**src/hw/rtl/mgse_pkg.sv**
```systemverilog
// Shared package for the monochrome glyph span expander.
// Holds widths, register codes, reset values, queue entry and status types.
// Used by the interfaces and by every module of the block.
package mgse_pkg;

  localparam int ADDR_BITS   = 22;
  localparam int MAX_SCALE   = 8;
  localparam int SPAN_ADDR_W = 22;
  localparam int COLOR_W     = 32;
  localparam int SCALE_W     = 4;
  localparam int PITCH_W     = 12;
  localparam int SIZE_W      = 6;
  localparam int X_W         = 11;
  localparam int ROW_W       = 6;
  localparam int COL_W       = 3;
  localparam int PAT_W       = 8;
  localparam int LINE_W      = 12;
  localparam int PX_W        = 12;
  localparam int SUB_W       = 3;
  localparam int BIT_W       = 3;
  localparam int QUEUE_DEPTH = 4;
  localparam int QPTR_W      = 2;
  localparam int QCNT_W      = 3;
  localparam int CFG_IDX_W   = 3;
  localparam int CFG_DATA_W  = 32;

  localparam logic [COLOR_W-1:0] FG_RESET    = 32'hFFFF_FFFF;
  localparam logic [COLOR_W-1:0] BG_RESET    = 32'h0000_0000;
  localparam logic [SCALE_W-1:0] SCALE_RESET = 4'd1;
  localparam logic [PITCH_W-1:0] PITCH_RESET = 12'd1024;
  localparam logic [SIZE_W-1:0]  SIZE_RESET  = 6'd16;

  typedef enum logic [CFG_IDX_W-1:0] {
    REG_FG_COLOR    = 3'd0,
    REG_BG_COLOR    = 3'd1,
    REG_OPAQUE_MODE = 3'd2,
    REG_SCALE       = 3'd3,
    REG_LINE_PITCH  = 3'd4,
    REG_GLYPH_SIZE  = 3'd5
  } cfg_reg_t;

  typedef struct packed {
    logic [COLOR_W-1:0] fg_color;
    logic [COLOR_W-1:0] bg_color;
    logic               opaque_mode;
    logic [SCALE_W-1:0] scale;
    logic [PITCH_W-1:0] line_pitch;
    logic [SIZE_W-1:0]  glyph_size;
  } mgse_cfg_t;

  typedef struct packed {
    logic [ADDR_BITS-1:0] base;
    logic [PAT_W-1:0]     pattern;
  } mgse_entry_t;

  typedef struct packed {
    logic full;
    logic empty;
  } mgse_qstat_t;

  function automatic logic [SCALE_W-1:0] eff_scale(input logic [SCALE_W-1:0] raw);
    logic [SCALE_W-1:0] s;
    if (raw == '0) begin
      s = SCALE_W'(1);
    end else if (raw > SCALE_W'(MAX_SCALE)) begin
      s = SCALE_W'(MAX_SCALE);
    end else begin
      s = raw;
    end
    return s;
  endfunction

endpackage

```
**src/hw/rtl/mgse_if.sv**
```systemverilog
// Valid/ready channel interfaces for glyph bytes in and spans out.
// Depends on mgse_pkg for field widths.
interface mgse_in_if;
  logic                            valid;
  logic                            ready;
  logic [mgse_pkg::X_W-1:0]        glyph_x;
  logic [mgse_pkg::X_W-1:0]        glyph_y;
  logic [mgse_pkg::ROW_W-1:0]      glyph_row;
  logic [mgse_pkg::COL_W-1:0]      byte_column;
  logic [mgse_pkg::PAT_W-1:0]      pattern;

  modport source (output valid, glyph_x, glyph_y, glyph_row, byte_column, pattern,
                  input ready);
  modport sink (input valid, glyph_x, glyph_y, glyph_row, byte_column, pattern,
                output ready);
endinterface

interface mgse_out_if;
  logic                              valid;
  logic                              ready;
  logic [mgse_pkg::SPAN_ADDR_W-1:0]  span_address;
  logic [mgse_pkg::SCALE_W-1:0]      span_length;
  logic [mgse_pkg::COLOR_W-1:0]      pixel_color;
  logic                              last;

  modport source (output valid, span_address, span_length, pixel_color, last,
                  input ready);
  modport sink (input valid, span_address, span_length, pixel_color, last,
                output ready);
endinterface

```
**src/hw/rtl/mono_glyph_span_expander_unit.sv**
```systemverilog
// Top level of the monochrome glyph span expander: configuration registers,
// front end, queue and span generator. Depends on mgse_pkg and mgse_if.
//
// Each accepted pattern byte yields n * scale span writes, n being the set bits
// of the byte (all eight in opaque mode), emitted at one span per cycle by the
// span generator while the output is not stalled. The front end takes a new byte
// every cycle while the queue has room and computes the span address in registered
// stages; a four-entry queue lets it run ahead of the generator.
// Bytes outside the glyph, or empty bytes in transparent mode, are dropped.
module mono_glyph_span_expander_unit (
  input  logic                              clk,
  input  logic                              rst,
  mgse_in_if.sink                           glyph_in,
  mgse_out_if.source                        span_out,
  input  logic                              cfg_write,
  input  logic [mgse_pkg::CFG_IDX_W-1:0]    cfg_index,
  input  logic [mgse_pkg::CFG_DATA_W-1:0]   cfg_data
);

  mgse_pkg::mgse_cfg_t   cfg;
  mgse_pkg::mgse_entry_t push_entry;
  mgse_pkg::mgse_entry_t head;
  mgse_pkg::mgse_qstat_t qstat;
  logic                  push;
  logic                  pop;

  always_ff @(posedge clk) begin
    if (rst) begin
      cfg.fg_color    <= mgse_pkg::FG_RESET;
      cfg.bg_color    <= mgse_pkg::BG_RESET;
      cfg.opaque_mode <= 1'b0;
      cfg.scale       <= mgse_pkg::SCALE_RESET;
      cfg.line_pitch  <= mgse_pkg::PITCH_RESET;
      cfg.glyph_size  <= mgse_pkg::SIZE_RESET;
    end else if (cfg_write) begin
      unique case (mgse_pkg::cfg_reg_t'(cfg_index))
        mgse_pkg::REG_FG_COLOR:    cfg.fg_color    <= cfg_data;
        mgse_pkg::REG_BG_COLOR:    cfg.bg_color    <= cfg_data;
        mgse_pkg::REG_OPAQUE_MODE: cfg.opaque_mode <= cfg_data[0];
        mgse_pkg::REG_SCALE:       cfg.scale       <= cfg_data[mgse_pkg::SCALE_W-1:0];
        mgse_pkg::REG_LINE_PITCH:  cfg.line_pitch  <= cfg_data[mgse_pkg::PITCH_W-1:0];
        mgse_pkg::REG_GLYPH_SIZE:  cfg.glyph_size  <= cfg_data[mgse_pkg::SIZE_W-1:0];
        default: begin
        end
      endcase
    end
  end

  mgse_front u_front (
    .clk        (clk),
    .rst        (rst),
    .cfg        (cfg),
    .glyph_in   (glyph_in),
    .qstat      (qstat),
    .push       (push),
    .push_entry (push_entry)
  );

  mgse_queue u_queue (
    .clk        (clk),
    .rst        (rst),
    .push       (push),
    .push_entry (push_entry),
    .pop        (pop),
    .head       (head),
    .qstat      (qstat)
  );

  mgse_back u_back (
    .clk      (clk),
    .rst      (rst),
    .cfg      (cfg),
    .head     (head),
    .qstat    (qstat),
    .pop      (pop),
    .span_out (span_out)
  );

endmodule

```
**src/hw/rtl/mgse_front.sv**
```systemverilog
// Front end: accepts glyph bytes, drops out-of-glyph items and empty items in
// transparent mode, and computes the base span address in two pipeline stages. Uses mgse_pkg.
module mgse_front (
  input  logic                  clk,
  input  logic                  rst,
  input  mgse_pkg::mgse_cfg_t   cfg,
  mgse_in_if.sink               glyph_in,
  input  mgse_pkg::mgse_qstat_t qstat,
  output logic                  push,
  output mgse_pkg::mgse_entry_t push_entry
);

  logic [mgse_pkg::SCALE_W-1:0] s;
  logic                         item_ok;
  logic [9:0]                   row_off;
  logic [6:0]                   col_off;
  logic [mgse_pkg::LINE_W-1:0]  line_calc;
  logic [mgse_pkg::PX_W-1:0]    px_calc;
  logic [23:0]                  prod;
  logic                         adv_a;
  logic                         adv_b;

  logic                         a_valid;
  logic [mgse_pkg::LINE_W-1:0]  a_line;
  logic [mgse_pkg::PX_W-1:0]    a_px;
  logic [mgse_pkg::PAT_W-1:0]   a_pattern;
  logic                         b_valid;
  mgse_pkg::mgse_entry_t        b_entry;

  always_comb begin
    s         = mgse_pkg::eff_scale(cfg.scale);
    item_ok   = (glyph_in.glyph_row < cfg.glyph_size) &&
                (glyph_in.byte_column < cfg.glyph_size[5:3]) &&
                ((glyph_in.pattern != '0) || cfg.opaque_mode);
    row_off   = 10'(glyph_in.glyph_row) * 10'(s);
    col_off   = 7'(glyph_in.byte_column) * 7'(s);
    line_calc = mgse_pkg::LINE_W'(glyph_in.glyph_y) + mgse_pkg::LINE_W'(row_off);
    px_calc   = mgse_pkg::PX_W'(glyph_in.glyph_x) + {2'b00, col_off, 3'b000};
    prod      = 24'(a_line) * 24'(cfg.line_pitch);
    adv_b     = !b_valid || !qstat.full;
    adv_a     = !a_valid || adv_b;
  end

  assign glyph_in.ready = adv_a;
  assign push           = b_valid && !qstat.full;
  assign push_entry     = b_entry;

  always_ff @(posedge clk) begin
    if (rst) begin
      a_valid <= 1'b0;
      b_valid <= 1'b0;
    end else begin
      if (adv_a) begin
        a_valid <= glyph_in.valid && item_ok;
      end
      if (adv_b) begin
        b_valid <= a_valid;
      end
    end
  end

  always_ff @(posedge clk) begin
    if (adv_a) begin
      a_line    <= line_calc;
      a_px      <= px_calc;
      a_pattern <= glyph_in.pattern;
    end
    if (adv_b) begin
      b_entry.base    <= mgse_pkg::ADDR_BITS'(prod) + mgse_pkg::ADDR_BITS'(a_px);
      b_entry.pattern <= a_pattern;
    end
  end

endmodule

```
**src/hw/rtl/mgse_queue.sv**
```systemverilog
// Four-entry queue between the front end and the span generator.
// Depends on mgse_pkg for the entry and status types.
module mgse_queue (
  input  logic                  clk,
  input  logic                  rst,
  input  logic                  push,
  input  mgse_pkg::mgse_entry_t push_entry,
  input  logic                  pop,
  output mgse_pkg::mgse_entry_t head,
  output mgse_pkg::mgse_qstat_t qstat
);

  mgse_pkg::mgse_entry_t              slots [mgse_pkg::QUEUE_DEPTH];
  logic [mgse_pkg::QPTR_W-1:0]        wr_ptr;
  logic [mgse_pkg::QPTR_W-1:0]        rd_ptr;
  logic [mgse_pkg::QCNT_W-1:0]        count;

  assign head        = slots[rd_ptr];
  assign qstat.full  = (count == mgse_pkg::QCNT_W'(mgse_pkg::QUEUE_DEPTH));
  assign qstat.empty = (count == '0);

  always_ff @(posedge clk) begin
    if (rst) begin
      wr_ptr <= '0;
      rd_ptr <= '0;
      count  <= '0;
    end else begin
      if (push) begin
        wr_ptr <= wr_ptr + 1'b1;
      end
      if (pop) begin
        rd_ptr <= rd_ptr + 1'b1;
      end
      if (push && !pop) begin
        count <= count + 1'b1;
      end else if (pop && !push) begin
        count <= count - 1'b1;
      end
    end
  end

  always_ff @(posedge clk) begin
    if (push) begin
      slots[wr_ptr] <= push_entry;
    end
  end

endmodule

```
**src/hw/rtl/mgse_back.sv**
```systemverilog
// Span generator: walks the drawn bits of each queued byte and its sub-rows,
// one span per cycle into an output register while the output is not stalled. Depends on mgse_pkg.
module mgse_back (
  input  logic                  clk,
  input  logic                  rst,
  input  mgse_pkg::mgse_cfg_t   cfg,
  input  mgse_pkg::mgse_entry_t head,
  input  mgse_pkg::mgse_qstat_t qstat,
  output logic                  pop,
  mgse_out_if.source            span_out
);

  logic [mgse_pkg::SCALE_W-1:0]   s;
  logic [mgse_pkg::PAT_W-1:0]     cur_mask;
  logic [mgse_pkg::PAT_W-1:0]     head_mask;
  logic                           more;
  logic [mgse_pkg::BIT_W-1:0]     nb;
  logic [mgse_pkg::BIT_W-1:0]     fb;
  logic [6:0]                     nb_off;
  logic [6:0]                     fb_off;
  logic                           r_last;
  logic                           out_free;
  logic                           emit;
  logic                           last_span;
  logic                           finish;
  logic                           load;

  logic                           active;
  logic [mgse_pkg::ADDR_BITS-1:0] base;
  logic [mgse_pkg::PAT_W-1:0]     pattern;
  logic [mgse_pkg::BIT_W-1:0]     bit_idx;
  logic [mgse_pkg::SUB_W-1:0]     r;
  logic [mgse_pkg::ADDR_BITS-1:0] cur_addr;

  logic                           out_valid;
  logic [mgse_pkg::ADDR_BITS-1:0] out_addr;
  logic [mgse_pkg::SCALE_W-1:0]   out_len;
  logic [mgse_pkg::COLOR_W-1:0]   out_color;
  logic                           out_last;

  // Masks are indexed by drawing position, position zero being the pattern MSB.
  always_comb begin
    s      = mgse_pkg::eff_scale(cfg.scale);
    more   = 1'b0;
    nb     = '0;
    fb     = '0;
    for (int i = 0; i < mgse_pkg::PAT_W; i++) begin
      cur_mask[i]  = pattern[mgse_pkg::PAT_W-1-i] | cfg.opaque_mode;
      head_mask[i] = head.pattern[mgse_pkg::PAT_W-1-i] | cfg.opaque_mode;
    end
    for (int i = mgse_pkg::PAT_W - 1; i >= 0; i--) begin
      if (cur_mask[i] && (mgse_pkg::BIT_W'(i) > bit_idx)) begin
        more = 1'b1;
        nb   = mgse_pkg::BIT_W'(i);
      end
      if (head_mask[i]) begin
        fb = mgse_pkg::BIT_W'(i);
      end
    end
    nb_off    = 7'(nb) * 7'(s);
    fb_off    = 7'(fb) * 7'(s);
    r_last    = ({1'b0, r} == (s - 1'b1));
    out_free  = !out_valid || span_out.ready;
    emit      = active && out_free;
    last_span = r_last && !more;
    finish    = emit && last_span;
    load      = (!active || finish) && !qstat.empty;
  end

  assign pop                   = load;
  assign span_out.valid        = out_valid;
  assign span_out.span_address = mgse_pkg::SPAN_ADDR_W'(out_addr);
  assign span_out.span_length  = out_len;
  assign span_out.pixel_color  = out_color;
  assign span_out.last         = out_last;

  always_ff @(posedge clk) begin
    if (rst) begin
      active    <= 1'b0;
      out_valid <= 1'b0;
    end else begin
      if (out_free) begin
        out_valid <= emit;
      end
      if (load) begin
        active <= 1'b1;
      end else if (finish) begin
        active <= 1'b0;
      end
    end
  end

  always_ff @(posedge clk) begin
    if (emit) begin
      out_addr  <= cur_addr;
      out_len   <= s;
      out_color <= pattern[3'd7 - bit_idx] ? cfg.fg_color : cfg.bg_color;
      out_last  <= last_span;
    end
    if (load) begin
      base     <= head.base;
      pattern  <= head.pattern;
      bit_idx  <= fb;
      r        <= '0;
      cur_addr <= head.base + mgse_pkg::ADDR_BITS'(fb_off);
    end else if (emit && !r_last) begin
      r        <= r + 1'b1;
      cur_addr <= cur_addr + mgse_pkg::ADDR_BITS'(cfg.line_pitch);
    end else if (emit && more) begin
      bit_idx  <= nb;
      r        <= '0;
      cur_addr <= base + mgse_pkg::ADDR_BITS'(nb_off);
    end
  end

  a_sub_row_in_range: assert property (@(posedge clk) disable iff (rst)
    active |-> ({1'b0, r} < s))
    else $error("sub-row counter beyond scale");

  a_bit_is_drawn: assert property (@(posedge clk) disable iff (rst)
    active |-> cur_mask[bit_idx])
    else $error("span generator sits on a bit that draws nothing");

  a_idle_after_last: assert property (@(posedge clk) disable iff (rst)
    (finish && qstat.empty) |=> !active)
    else $error("span generator still active after the final span");

  a_last_ends_item: assert property (@(posedge clk) disable iff (rst)
    (emit && last_span) |-> r_last)
    else $error("final span flagged before the last sub-row");

endmodule

```
**src/flat_wrapper.sv**
```systemverilog
// flat-port wrapper written by rule: the top's interface ports become plain ports
module mono_glyph_span_expander_unit_flat 
  (clk, rst, cfg_write, cfg_index, cfg_data, glyph_in_valid, glyph_in_glyph_x, glyph_in_glyph_y, glyph_in_glyph_row, glyph_in_byte_column, glyph_in_pattern, glyph_in_ready, span_out_valid, span_out_span_address, span_out_span_length, span_out_pixel_color, span_out_last, span_out_ready);
  mgse_in_if glyph_in_i ();
  mgse_out_if span_out_i ();
  input  logic clk;
  input  logic rst;
  input  logic cfg_write;
  input  logic [mgse_pkg::CFG_IDX_W-1:0] cfg_index;
  input  logic [mgse_pkg::CFG_DATA_W-1:0] cfg_data;
  input wire logic [$bits(glyph_in_i.valid)-1:0] glyph_in_valid;
  input wire logic [$bits(glyph_in_i.glyph_x)-1:0] glyph_in_glyph_x;
  input wire logic [$bits(glyph_in_i.glyph_y)-1:0] glyph_in_glyph_y;
  input wire logic [$bits(glyph_in_i.glyph_row)-1:0] glyph_in_glyph_row;
  input wire logic [$bits(glyph_in_i.byte_column)-1:0] glyph_in_byte_column;
  input wire logic [$bits(glyph_in_i.pattern)-1:0] glyph_in_pattern;
  output wire logic [$bits(glyph_in_i.ready)-1:0] glyph_in_ready;
  output wire logic [$bits(span_out_i.valid)-1:0] span_out_valid;
  output wire logic [$bits(span_out_i.span_address)-1:0] span_out_span_address;
  output wire logic [$bits(span_out_i.span_length)-1:0] span_out_span_length;
  output wire logic [$bits(span_out_i.pixel_color)-1:0] span_out_pixel_color;
  output wire logic [$bits(span_out_i.last)-1:0] span_out_last;
  input wire logic [$bits(span_out_i.ready)-1:0] span_out_ready;
  assign glyph_in_i.valid = glyph_in_valid;
  assign glyph_in_i.glyph_x = glyph_in_glyph_x;
  assign glyph_in_i.glyph_y = glyph_in_glyph_y;
  assign glyph_in_i.glyph_row = glyph_in_glyph_row;
  assign glyph_in_i.byte_column = glyph_in_byte_column;
  assign glyph_in_i.pattern = glyph_in_pattern;
  assign glyph_in_ready = glyph_in_i.ready;
  assign span_out_valid = span_out_i.valid;
  assign span_out_span_address = span_out_i.span_address;
  assign span_out_span_length = span_out_i.span_length;
  assign span_out_pixel_color = span_out_i.pixel_color;
  assign span_out_last = span_out_i.last;
  assign span_out_i.ready = span_out_ready;
  mono_glyph_span_expander_unit u_core (.clk(clk), .rst(rst), .glyph_in(glyph_in_i), .span_out(span_out_i), .cfg_write(cfg_write), .cfg_index(cfg_index), .cfg_data(cfg_data));
endmodule
```
**config.mk**
```make
export PLATFORM = sky130hd
export DESIGN_NAME = mono_glyph_span_expander_unit_flat
export DESIGN_NICKNAME = d
export VERILOG_FILES = /design/src/hw/rtl/mgse_pkg.sv /design/src/hw/rtl/mgse_if.sv /design/src/hw/rtl/mono_glyph_span_expander_unit.sv /design/src/hw/rtl/mgse_front.sv /design/src/hw/rtl/mgse_queue.sv /design/src/hw/rtl/mgse_back.sv /design/src/flat_wrapper.sv
export SDC_FILE = /design/constraint.sdc
export NUM_CORES = 1
export LEC_CHECK = 0
export BUFFER_PORTS_ARGS = -buffer_cell sky130_fd_sc_hd__clkbuf_2
export CAP_MARGIN = 10
export CORE_MARGIN = 2
export CORE_UTILIZATION = 24
export DETAILED_ROUTE_END_ITERATION = 16
export GPL_ROUTABILITY_DRIVEN = 0
export PLACE_DENSITY = 0.36
export SLEW_MARGIN = 10
export SYNTH_ARGS = -nofsm -noshare
export SYNTH_HDL_FRONTEND = slang
export SYNTH_HIERARCHICAL = 1
export SYNTH_SLANG_ARGS = --single-unit
```
**constraint.sdc**
```tcl
create_clock -name clk -period 5.89 [get_ports clk]
set_input_delay 0.2945 -clock clk [delete_from_list [all_inputs] [get_ports clk]]
set_output_delay 0.2945 -clock clk [all_outputs]
set_load 0.005 [all_outputs]
```
==> results of run 1 <==
cell families (layout without fill, tap and decap cells):
kind of cell | count (synthesis) | count (layout)
AO/OA/AOI/OAI | 209 | 209
multiplexers | 159 | 159
XOR/XNOR | 97 | 97
adder cells (fa/ha/maj) | 283 | 283
AND/OR/NAND/NOR | 597 | 597
buffers and inverters | 330 | 575
flip-flops | 399 | 399
cells in the mapped netlist (4+ instances only):
cell type,number
a211o_1,5
a211oi_1,10
a21o_1,22
a21oi_1,49
a221oi_1,5
a31oi_1,7
and2_1,96
and3_1,9
buf_2,19
buf_6,11
clkbuf_1,43
dfxtp_1,103
edfxtp_1,296
fa_1,145
ha_1,138
inv_1,252
mux2_2,32
mux2i_1,95
mux4_2,32
nand2_1,146
nand2b_1,97
nand3_1,25
nand4_1,16
nor2_1,143
nor2b_1,12
nor3_1,21
nor4_1,7
o2111ai_1,4
o211ai_1,7
o21a_1,11
o21ai_0,33
o21bai_1,9
o311ai_0,4
o31ai_1,5
or2_2,4
or3_1,5
xnor2_1,58
xor2_1,39
through the flow:
stage	setup slack (ns)	total power (uW)	utilization (%)	instances
detailed placement	0.2763	8872	26.52	3476
finish	0.3307	11940	28.73	3617
global placement	0.2808	8858	26.52	3476
floorplan	0.6239	7193	-	2074
global route	0.04577	12760	28.73	3617
CTS	0.2369	12210	28.72	3616
final cells by class:
type | instances | area [um^2]
fillers | 10330 | 71380
multi-input cells | 1345 | 12030
flip-flops and latches | 399 | 10950
well taps | 1298 | 1624
repair buffers | 227 | 1471
clock buffers | 68 | 1454
inverters | 253 | 949.7
clock inverters | 27 | 290.3
what timing repair did:
action | in CTS | in global routing
endpoints found under the setup margin | 0 | 3
setup buffers | 0 | 1
hold buffers | 45 | 0
hold endpoints to repair | 75 | 0
resized for setup | 0 | 1
registers in the layout (all words and copies together), names as in the netlist, 12 cells and up, named ones only:
register,flops
u_core/cfg,87
u_core/u_back/span_out.pixel_color,32
u_core/u_back/base,22
u_core/u_front/a_line,12
u_core/u_back/cur_addr,22
u_core/u_queue/slots,120
u_core/u_front/push_entry,30
u_core/u_front/a_px,12
u_core/u_back/span_out.span_address,22
where the power goes:
part	leakage (uW)	internal (uW)	switching [uW]
combinational	0.00719	1740	2510
sequential	0.00366	4010	456
clock	0.000852	1920	1290
total	0.0117	7680	4260
worst max path at each step:
stage          cells past startpoint  slack [ns]                     start                       endpoint
4_1_cts                           19        0.24  u_core/u_front/a_line[7]  u_core/u_front/push_entry[29]
3_5_place_dp                      19        0.28  u_core/u_front/a_line[7]  u_core/u_front/push_entry[29]
6_report                          18        0.33  u_core/u_front/a_line[8]  u_core/u_front/push_entry[27]
3_3_place_gp                      19        0.28  u_core/u_front/a_line[7]  u_core/u_front/push_entry[29]
2_1_floorplan                     20        0.62             u_core/cfg[9]  u_core/u_front/push_entry[29]
5_1_grt                           18        0.05  u_core/u_front/a_line[8]  u_core/u_front/push_entry[27]
metal layers:
metal  track usage [%]  vias up  share of wire, %
li1                  -     7508                 -
met1             17.48     8052                45
met2             22.20      271                48
met3             2.044       90               3.7
met4             3.686        0               2.5
met5                 0        -                 0
worst reg2reg max path: stages (launching register included):
cell,delay [ns]
edfxtp_1,0.57
and2_1,0.24
fa_1,0.51
inv_1,0.07
fa_1,0.51
inv_1,0.06
fa_1,0.49
fa_1,0.50
inv_1,0.06
fa_1,0.53
inv_1,0.05
ha_1,0.35
a21oi_1,0.22
nand2_1,0.08
o2111ai_1,0.24
a21boi_1,0.18
o311ai_1,0.37
mux2i_1,0.22
nand2_1,0.07
==> flow_metrics.py, run 1 <==
metrics = {
    "setup_path": {
        "start_kind": "register",
        "cpMaxStageDelayCell": "edfxtp_1",
        "worst-path-max-fanout": 12,
        "cp_cell_sequence": "and2_1 -> fa_1 -> inv_1 -> fa_1 -> inv_1 -> fa_1 -> fa_1 -> inv_1 -> fa_1 -> inv_1 -> ha_1 -> a21oi_1 -> nand2_1 -> o2111ai_1 -> a21boi_1 -> o311ai_1 -> mux2i_1 -> nand2_1",
        "worstPathBufferInverterCount": 4,
        "critical_path.top_delay_family": "adder cells",
        "required_ns": 6.23,
        "r2r_cells": 18,
        "max_stage_delay_ns": 0.57,
        "cp-end-kind": "register",
        "cp_common_cell": "fa_1",
        "rrSetupSlack_ns": 0.33,
        "r2r_start": "u_core/u_front/a_line[8]",
        "criticalPathCategory": "reg2reg",
        "crit_arrival_ns": 5.90,
        "timing.rr.end": "u_core/u_front/push_entry[27]",
    },
    "timing": {
        "slew_headroom_pct": 26.46,
        "setup_viol": 0,
        "tightest_slew_ns": 1.101,
        "hold_viol": 0,
        "max_freq_ghz": 0.1799,
        "period_share_pct": 94.38,
        "drv_slew": 0,
        "setup_tns_ns": 0,
        "whs_ns": 0.02621,
        "fin_worst_skew_ns": 0.02184,
        "grt_setup_unrepaired": "no",
        "period_needed_ns": 5.559,
    },
    "finish": {
        "final_cell_mix": "edfxtp_1 (296), inv_1 (251), nand2_1 (145), fa_1 (145), nor2_1 (143)",
        "drive_above_1_share_pct": 15.27,
        "layout_commonest_cell": "edfxtp_1",
        "design_area_mm2": 0.02877,
        "area_growth_pct": 18.46,
        "nets": 2639,
        "antenna_cells": 0,
    },
    "yosys": {
        "ys_types": 76,
        "synth_area_leaders": "edfxtp_1 (37%), fa_1 (12%), dfxtp_1 (8.5%), ha_1 (7.1%), mux2i_1 (3.9%)",
        "synth_fa_ha_area_share_pct": 19.06,
        "yosysSeqAreaShare_pct": 45.09,
        "synth_xor_area_share_pct": 3.498,
        "synth_top_area_share_pct": 36.60,
        "ys_ff_latch": 399,
        "synthCells": 2074,
        "synth.area.mux_share_pct": 8.366,
        "synth_top_family_by_area": "adder cells",
        "synthFlopType": "edfxtp_1",
        "ys.warnings.count": 6,
        "yosys.area_share.simple_pct": 12.47,
        "synth_compound_area_share_pct": 5.930,
        "synth_enable_flop_cells": 296,
        "synth_area_mm2": 0.02429,
        "yosysTopAreaCell": "edfxtp_1",
        "syn_avg_cell_area_um2": 11.71,
        "synth_nets": 2436,
        "synth-async-reset-ratio_pct": 0,
    },
    "floorplan": {
        "pin_count": 140,
        "fp-row-count": 116,
        "die_area_mm2": 0.1038,
        "fp.dieW_um": 322.1,
        "die_y_um": 322.1,
        "start_util_pct": 24.25,
        "core_mm2": 0.1001,
    },
    "place": {
        "dpl_cell_area_mm2": 0.02656,
        "portBuffers": 139,
        "detailed_place_hpwl_mm": 51.03,
    },
    "cts": {
        "clkLatencyLatePin_ns": 0.61,
        "cts_tree": "done",
        "clockRootBuffer": "clkbuf_16",
        "cts_inserted_buffers": 51,
        "clock_sinks": 399,
        "path_clk_slew_ns": 0.05,
        "clockBufferDepth": 3,
        "htree_levels": 2,
    },
    "hold_path": {
        "holdPathEnd": "u_core/u_front/a_px[3]",
        "worstHoldPathCells": 2,
        "hp-class": "in2reg",
        "min_from": "glyph_in_glyph_x[3]",
    },
    "global_route": {
        "grt_start_max_net_pins": 95,
        "grt_pass1_vias": 16910,
        "grtUsageTotal_pct": 13.17,
        "grt_antenna_before_repair": 1,
        "grt_overflow_total": 0,
        "grt_pass1_wl_mm": 103.6,
    },
    "routing": {
        "wl_mm": 67.93,
        "avgRoutedWirePerCell_um": 18.78,
        "drtAntennaViolNets": 0,
        "detail_route.first_pass.iterations": 5,
        "drc": 0,
        "vias": 15920,
        "initialDrtViolationCount": 843,
        "vias_per_cell": 4.402,
    },
    "status": {
        "outcome": "completed",
    },
    "pwr": {
        "vdd_drop_max_uv": 262.6,
        "p_per_area_mw_per_mm2": 414.9,
        "leakage_uw": 0.01170,
    },
    "job": {
        "max-cap-violations": 0,
    },
}
(Power assumes the default switching activity.)
==> inputs of run 2 (changes only) <==
--- a/config.mk
+++ b/config.mk
@@ -11,7 +11,7 @@
 export CORE_UTILIZATION = 24
 export DETAILED_ROUTE_END_ITERATION = 16
 export GPL_ROUTABILITY_DRIVEN = 0
-export PLACE_DENSITY = 0.36
+export PLACE_DENSITY_LB_ADDON = 0.25
 export SLEW_MARGIN = 10
 export SYNTH_ARGS = -nofsm -noshare
 export SYNTH_HDL_FRONTEND = slang
==> run 2 against run 1 <==
  * Combinational power shrank 3%
  * Maximum frequency hardly changed
  * Critical path type unchanged
  * Global-route usage shrank 1.2 points
  * Via count down 1.2%
  * Highest routed layer is now met5
==> flow_metrics.py, run 2 (synthesis results as in run 1) <==
metrics = {
    "status": {
        "outcome": "completed",
    },
    "place": {
        "dpl_cell_area_mm2": 0.02654,
        "post-place-cells": 3473,
        "portBuffers": 139,
        "place_worst_setup_slack_ns": 0.3497,
        "detailed_place_hpwl_mm": 47.41,
    },
    "floorplan": {
        "start_util_pct": 24.25,
        "fp.dieW_um": 322.1,
        "core_mm2": 0.1001,
        "fp-row-count": 116,
        "die_area_mm2": 0.1038,
        "die_y_um": 322.1,
        "pin_count": 140,
    },
    "setup_path": {
        "criticalPathCategory": "reg2reg",
        "crit_arrival_ns": 5.89,
        "cpMaxStageDelayCell": "edfxtp_1",
        "max_stage_delay_ns": 0.59,
        "cp_common_cell": "fa_1",
        "worst-path-max-fanout": 12,
        "required_ns": 6.22,
        "cp_cell_sequence": "and2_1 -> fa_1 -> inv_1 -> fa_1 -> inv_1 -> fa_1 -> fa_1 -> inv_1 -> fa_1 -> inv_1 -> ha_1 -> a21oi_1 -> nand2_1 -> o2111ai_1 -> a21boi_1 -> o311ai_1 -> mux2i_1 -> nand2_1",
        "start_kind": "register",
        "cp-end-kind": "register",
    },
    "pwr": {
        "leakage_uw": 0.01160,
        "p_sw_share_pct": 35.38,
        "seq_power_share_pct": 38.4,
        "pwr-share-comb_pct": 35.5,
        "pwr-share-clk_pct": 26.1,
        "p_int_uw": 7527,
        "p_per_area_mw_per_mm2": 407.7,
        "switchingPower_uw": 4121,
        "vdd_drop_max_uv": 293.0,
    },
    "timing": {
        "slew_headroom_pct": 33.96,
        "hold_viol": 0,
        "period_share_pct": 94.31,
        "drv_slew": 0,
        "setup_ws_ns": 0.3350,
        "fin_worst_skew_ns": 0.04356,
        "tightest_slew_ns": 0.9850,
        "setup_viol": 0,
        "max_freq_ghz": 0.1800,
        "period_needed_ns": 5.555,
        "grt_setup_unrepaired": "no",
        "setup_tns_ns": 0,
    },
    "finish": {
        "nets": 2626,
        "design_area_mm2": 0.02857,
        "nFillCells": 10310,
        "regArea_mm2": 0.01095,
        "antenna_cells": 0,
        "drive_above_1_share_pct": 15.02,
        "layout_commonest_cell": "edfxtp_1",
        "largest_register_ffs": 120,
        "fin_cells": 3602,
        "area_growth_pct": 17.62,
        "multi_input_area_mm2": 0.01202,
        "utilization_pct": 28.53,
        "largest_register": "u_core/u_queue/slots",
        "final_cell_mix": "edfxtp_1 (296), inv_1 (251), nand2_1 (145), fa_1 (145), nor2_1 (143)",
    },
    "cts": {
        "path_clk_slew_ns": 0.06,
        "clkLatencyLatePin_ns": 0.61,
        "cts_inserted_buffers": 48,
        "postCtsSetupRepairBufs": 0,
        "ctsResizeCount": 0,
        "cts_tree": "done",
        "clockRootBuffer": "clkbuf_16",
        "clock_sinks": 399,
        "clockBufferDepth": 3,
        "htree_levels": 2,
    },
    "hold_path": {
        "hp-class": "in2reg",
    },
    "global_route": {
        "grt_pass1_vias": 16780,
        "grtUsageTotal_pct": 12.02,
        "grt_start_max_net_pins": 115,
        "grt_antenna_before_repair": 2,
        "grt_pass1_wl_mm": 97.01,
        "grt_overflow_total": 0,
    },
    "routing": {
        "initialDrtViolationCount": 796,
        "avgRoutedWirePerCell_um": 17.41,
        "vias_per_cell": 4.367,
        "wl_mm": 62.73,
        "drc": 0,
        "vias": 15730,
        "drtAntennaViolNets": 0,
        "detail_route.first_pass.iterations": 5,
    },
    "job": {
        "max-cap-violations": 0,
    },
}
[run 2: worst paths after layout]
path | start | end | slack [ns] | cells after the start
hold reg to reg | u_core/u_front/a_pattern[5] | u_core/u_front/push_entry[5] | 0.42 | 0
hold / removal | cfg_data[7] | u_core/cfg[62] | 0.03 | 3
setup / recovery | u_core/u_front/a_line[8] | u_core/u_front/push_entry[27] | 0.34 | 18
setup reg to reg | u_core/u_front/a_line[8] | u_core/u_front/push_entry[27] | 0.34 | 18
[run 2: metal layers]
layer	GRT usage, %	vias up	part of all wire, %
met5	0	-	0.029
met3	1.974	98	3.7
li1	-	7460	-
met4	4.019	4	3.1
met2	21.23	239	50
met1	14.82	7928	43
[run 2: cell type report]
class,instances,share of cell area [%]
clock buffers,62,4.494
clock inverters,28,1.235
inverters,253,3.324
multi-input cells,1345,42.09
flip-flops and latches,399,38.34
well taps,1298,5.685
repair buffers,217,4.835
[run 2: stage by stage]
stage | total power (uW) | hold slack (ns)
2_1_floorplan | 7193 | 0.3636
3_3_place_gp | 8673 | 0.4098
3_5_place_dp | 8725 | 0.4066
4_1_cts | 11860 | 0.001606
5_1_grt | 12390 | 0.03489
6_report | 11650 | 0.02756
[run 2: critical path: cells and delay by family (launching register included)]
kind	cells	cell delay, ns
AO/OA/AOI/OAI	4	0.95
adder cells (fa/ha/maj)	6	2.89
flip-flops	1	0.59
multiplexers	1	0.25
buffers and inverters	4	0.21
AND/OR/NAND/NOR	3	0.42
[run 2: what timing repair did]
action	4_1_cts	5_1_grt
hold buffers	39	0
hold endpoints to repair	65	0
setup endpoints to repair	0	0
[run 2: power by group through the flow]
stage,combinational (uW),clock (uW),sequential [uW]
after floorplan,2870,0,4320
final,4140,3040,4470
after detailed placement,4190,0,4540
after CTS,4240,3140,4480
after global routing,4600,3240,4550
after global placement,4150,0,4520
==> inputs of run 3 (changes only) <==
--- a/config.mk
+++ b/config.mk
@@ -11,6 +11,7 @@
 export CORE_UTILIZATION = 24
 export DETAILED_ROUTE_END_ITERATION = 16
 export GPL_ROUTABILITY_DRIVEN = 0
+export MAX_ROUTING_LAYER = met4
 export PLACE_DENSITY_LB_ADDON = 0.25
 export SLEW_MARGIN = 10
 export SYNTH_ARGS = -nofsm -noshare
==> run 3 against run 2 <==
  * Clock power about the same
  * Highest routed layer is now met4
  * First-iteration DRC count is 3.1% lower
  * Sequential share of layout area barely moved
==> flow_metrics.py, run 3 (synthesis results as in run 1) <==
metrics = {
    "finish": {
        "largest_register": "u_core/u_queue/slots",
        "design_area_mm2": 0.02857,
        "multi_input_area_mm2": 0.01202,
        "drive_above_1_share_pct": 15.02,
        "largest_register_ffs": 120,
        "area_growth_pct": 17.64,
        "regArea_mm2": 0.01095,
        "layout_commonest_cell": "edfxtp_1",
        "final_cell_mix": "edfxtp_1 (296), inv_1 (251), nand2_1 (145), fa_1 (145), nor2_1 (143)",
        "nets": 2626,
        "nFillCells": 10310,
    },
    "cts": {
        "clockRootBuffer": "clkbuf_16",
        "clock_sinks": 399,
        "postCtsSetupRepairBufs": 0,
        "path_clk_slew_ns": 0.06,
        "cts_inserted_buffers": 48,
        "ctsResizeCount": 0,
        "cts_tree": "done",
        "cts.hold.buffers_added": 39,
        "clkLatencyLatePin_ns": 0.61,
        "clockBufferDepth": 3,
        "htree_levels": 2,
    },
    "floorplan": {
        "pin_count": 140,
        "die_y_um": 322.1,
        "core_mm2": 0.1001,
        "start_util_pct": 24.25,
        "die_area_mm2": 0.1038,
        "fp-row-count": 116,
        "fp.dieW_um": 322.1,
    },
    "setup_path": {
        "cp-end-kind": "register",
        "crit_arrival_ns": 5.89,
        "criticalPathCategory": "reg2reg",
        "required_ns": 6.22,
        "start_kind": "register",
        "worst-path-max-fanout": 12,
    },
    "pwr": {
        "switchingPower_uw": 4114,
        "pwr-share-clk_pct": 26.1,
        "vdd_drop_max_uv": 292.6,
        "p_sw_share_pct": 35.34,
        "pwr-share-comb_pct": 35.6,
        "leakage_uw": 0.01160,
        "seq_power_share_pct": 38.4,
        "p_int_uw": 7527,
        "p_per_area_mw_per_mm2": 407.4,
    },
    "global_route": {
        "grt_antenna_before_repair": 2,
        "grt_pass1_wl_mm": 97.14,
        "grtUsageTotal_pct": 12.40,
        "grt_overflow_total": 0,
        "grt_pass1_vias": 16770,
        "grt_start_max_net_pins": 115,
    },
    "timing": {
        "period_share_pct": 94.37,
        "hold_viol": 0,
        "setup_viol": 0,
        "max_freq_ghz": 0.1799,
        "tightest_slew_ns": 1.008,
        "slew_headroom_pct": 32.24,
        "period_needed_ns": 5.558,
        "drv_slew": 0,
        "grt_setup_unrepaired": "no",
        "setup_tns_ns": 0,
        "fin_worst_skew_ns": 0.04449,
    },
    "routing": {
        "initialDrtViolationCount": 771,
        "wl_mm": 62.63,
        "vias": 15740,
        "drc": 0,
        "drtAntennaViolNets": 0,
        "detail_route.first_pass.iterations": 6,
        "avgRoutedWirePerCell_um": 17.38,
        "vias_per_cell": 4.368,
    },
    "place": {
        "dpl_cell_area_mm2": 0.02654,
        "portBuffers": 139,
        "detailed_place_hpwl_mm": 47.41,
    },
    "status": {
        "outcome": "completed",
    },
    "hold_path": {
        "hp-class": "in2reg",
    },
    "job": {
        "max-cap-violations": 0,
    },
}
==> run 3: cell count changes in the layout (fill, tap and decap cells not counted) <==
cell     change
diode_2      +2
==> run 3: power by group through the flow <==
| stage | combinational (uW) | clock, uW | sequential (uW) |
|---|---|---|---|
| after floorplan | 2870 | 0 | 4320 |
| after CTS | 4240 | 3140 | 4480 |
| after global placement | 4150 | 0 | 4520 |
| final | 4140 | 3030 | 4470 |
| after global routing | 4600 | 3240 | 4550 |
| after detailed placement | 4190 | 0 | 4540 |
==> run 3: per-stage QoR <==
step                util (%)  std cells  setup WS (ns)  hold slack [ns]  total power [uW]
finish                 28.53       3604         0.3315          0.02809             11640
global route           28.53       3604        0.08742          0.03489             12380
CTS                    28.53       3602         0.3592         0.001606             11860
detailed placement     26.50       3473         0.3497           0.4066              8725
global placement       26.50       3473         0.3753           0.4098              8673
floorplan                  -       2074         0.6239           0.3636              7193
==> run 3: cell type report <==
cell class	count	area share [%]
Multi-Input combinational cell	1345	42.08
Tap cell	1298	5.684
Timing Repair Buffer	217	4.834
Sequential cell	399	38.33
Antenna cell	2	0.01752
Inverter	253	3.324
Clock inverter	28	1.235
Clock buffer	62	4.493
==> run 3: worst paths after layout <==
path                                from  depth (start not counted)                       endpoint  slack [ns]
max             u_core/u_front/a_line[8]                         18  u_core/u_front/push_entry[27]        0.33
min                          cfg_data[7]                          3                 u_core/cfg[62]        0.03
max reg2reg     u_core/u_front/a_line[8]                         18  u_core/u_front/push_entry[27]        0.33
min reg2reg  u_core/u_front/a_pattern[5]                          0   u_core/u_front/push_entry[5]        0.42
==> run 3: worst max-delay path, stage by stage, from the launching register on <==
cell and delay, ns:
edfxtp_1 0.59, and2_1 0.27, fa_1 0.49, inv_1 0.06, fa_1 0.53, inv_1 0.05, fa_1 0.48, fa_1 0.51
inv_1 0.06, fa_1 0.53, inv_1 0.04, ha_1 0.35, a21oi_1 0.17, nand2_1 0.09, o2111ai_1 0.24, a21boi_1 0.17
o311ai_1 0.37, mux2i_1 0.25, nand2_1 0.07
==> run 3: layer usage <==
layer  up-vias  wire, um  share of wire (%)  global-route usage [%]
met4         0      1972                3.1                   4.060
li1       7465         -                  -                       -
met1      7904     26850                 43                   14.80
met5         -         0                  0                       -
met2       266     31520                 50                   21.28
met3       109      2290                3.7                   1.968
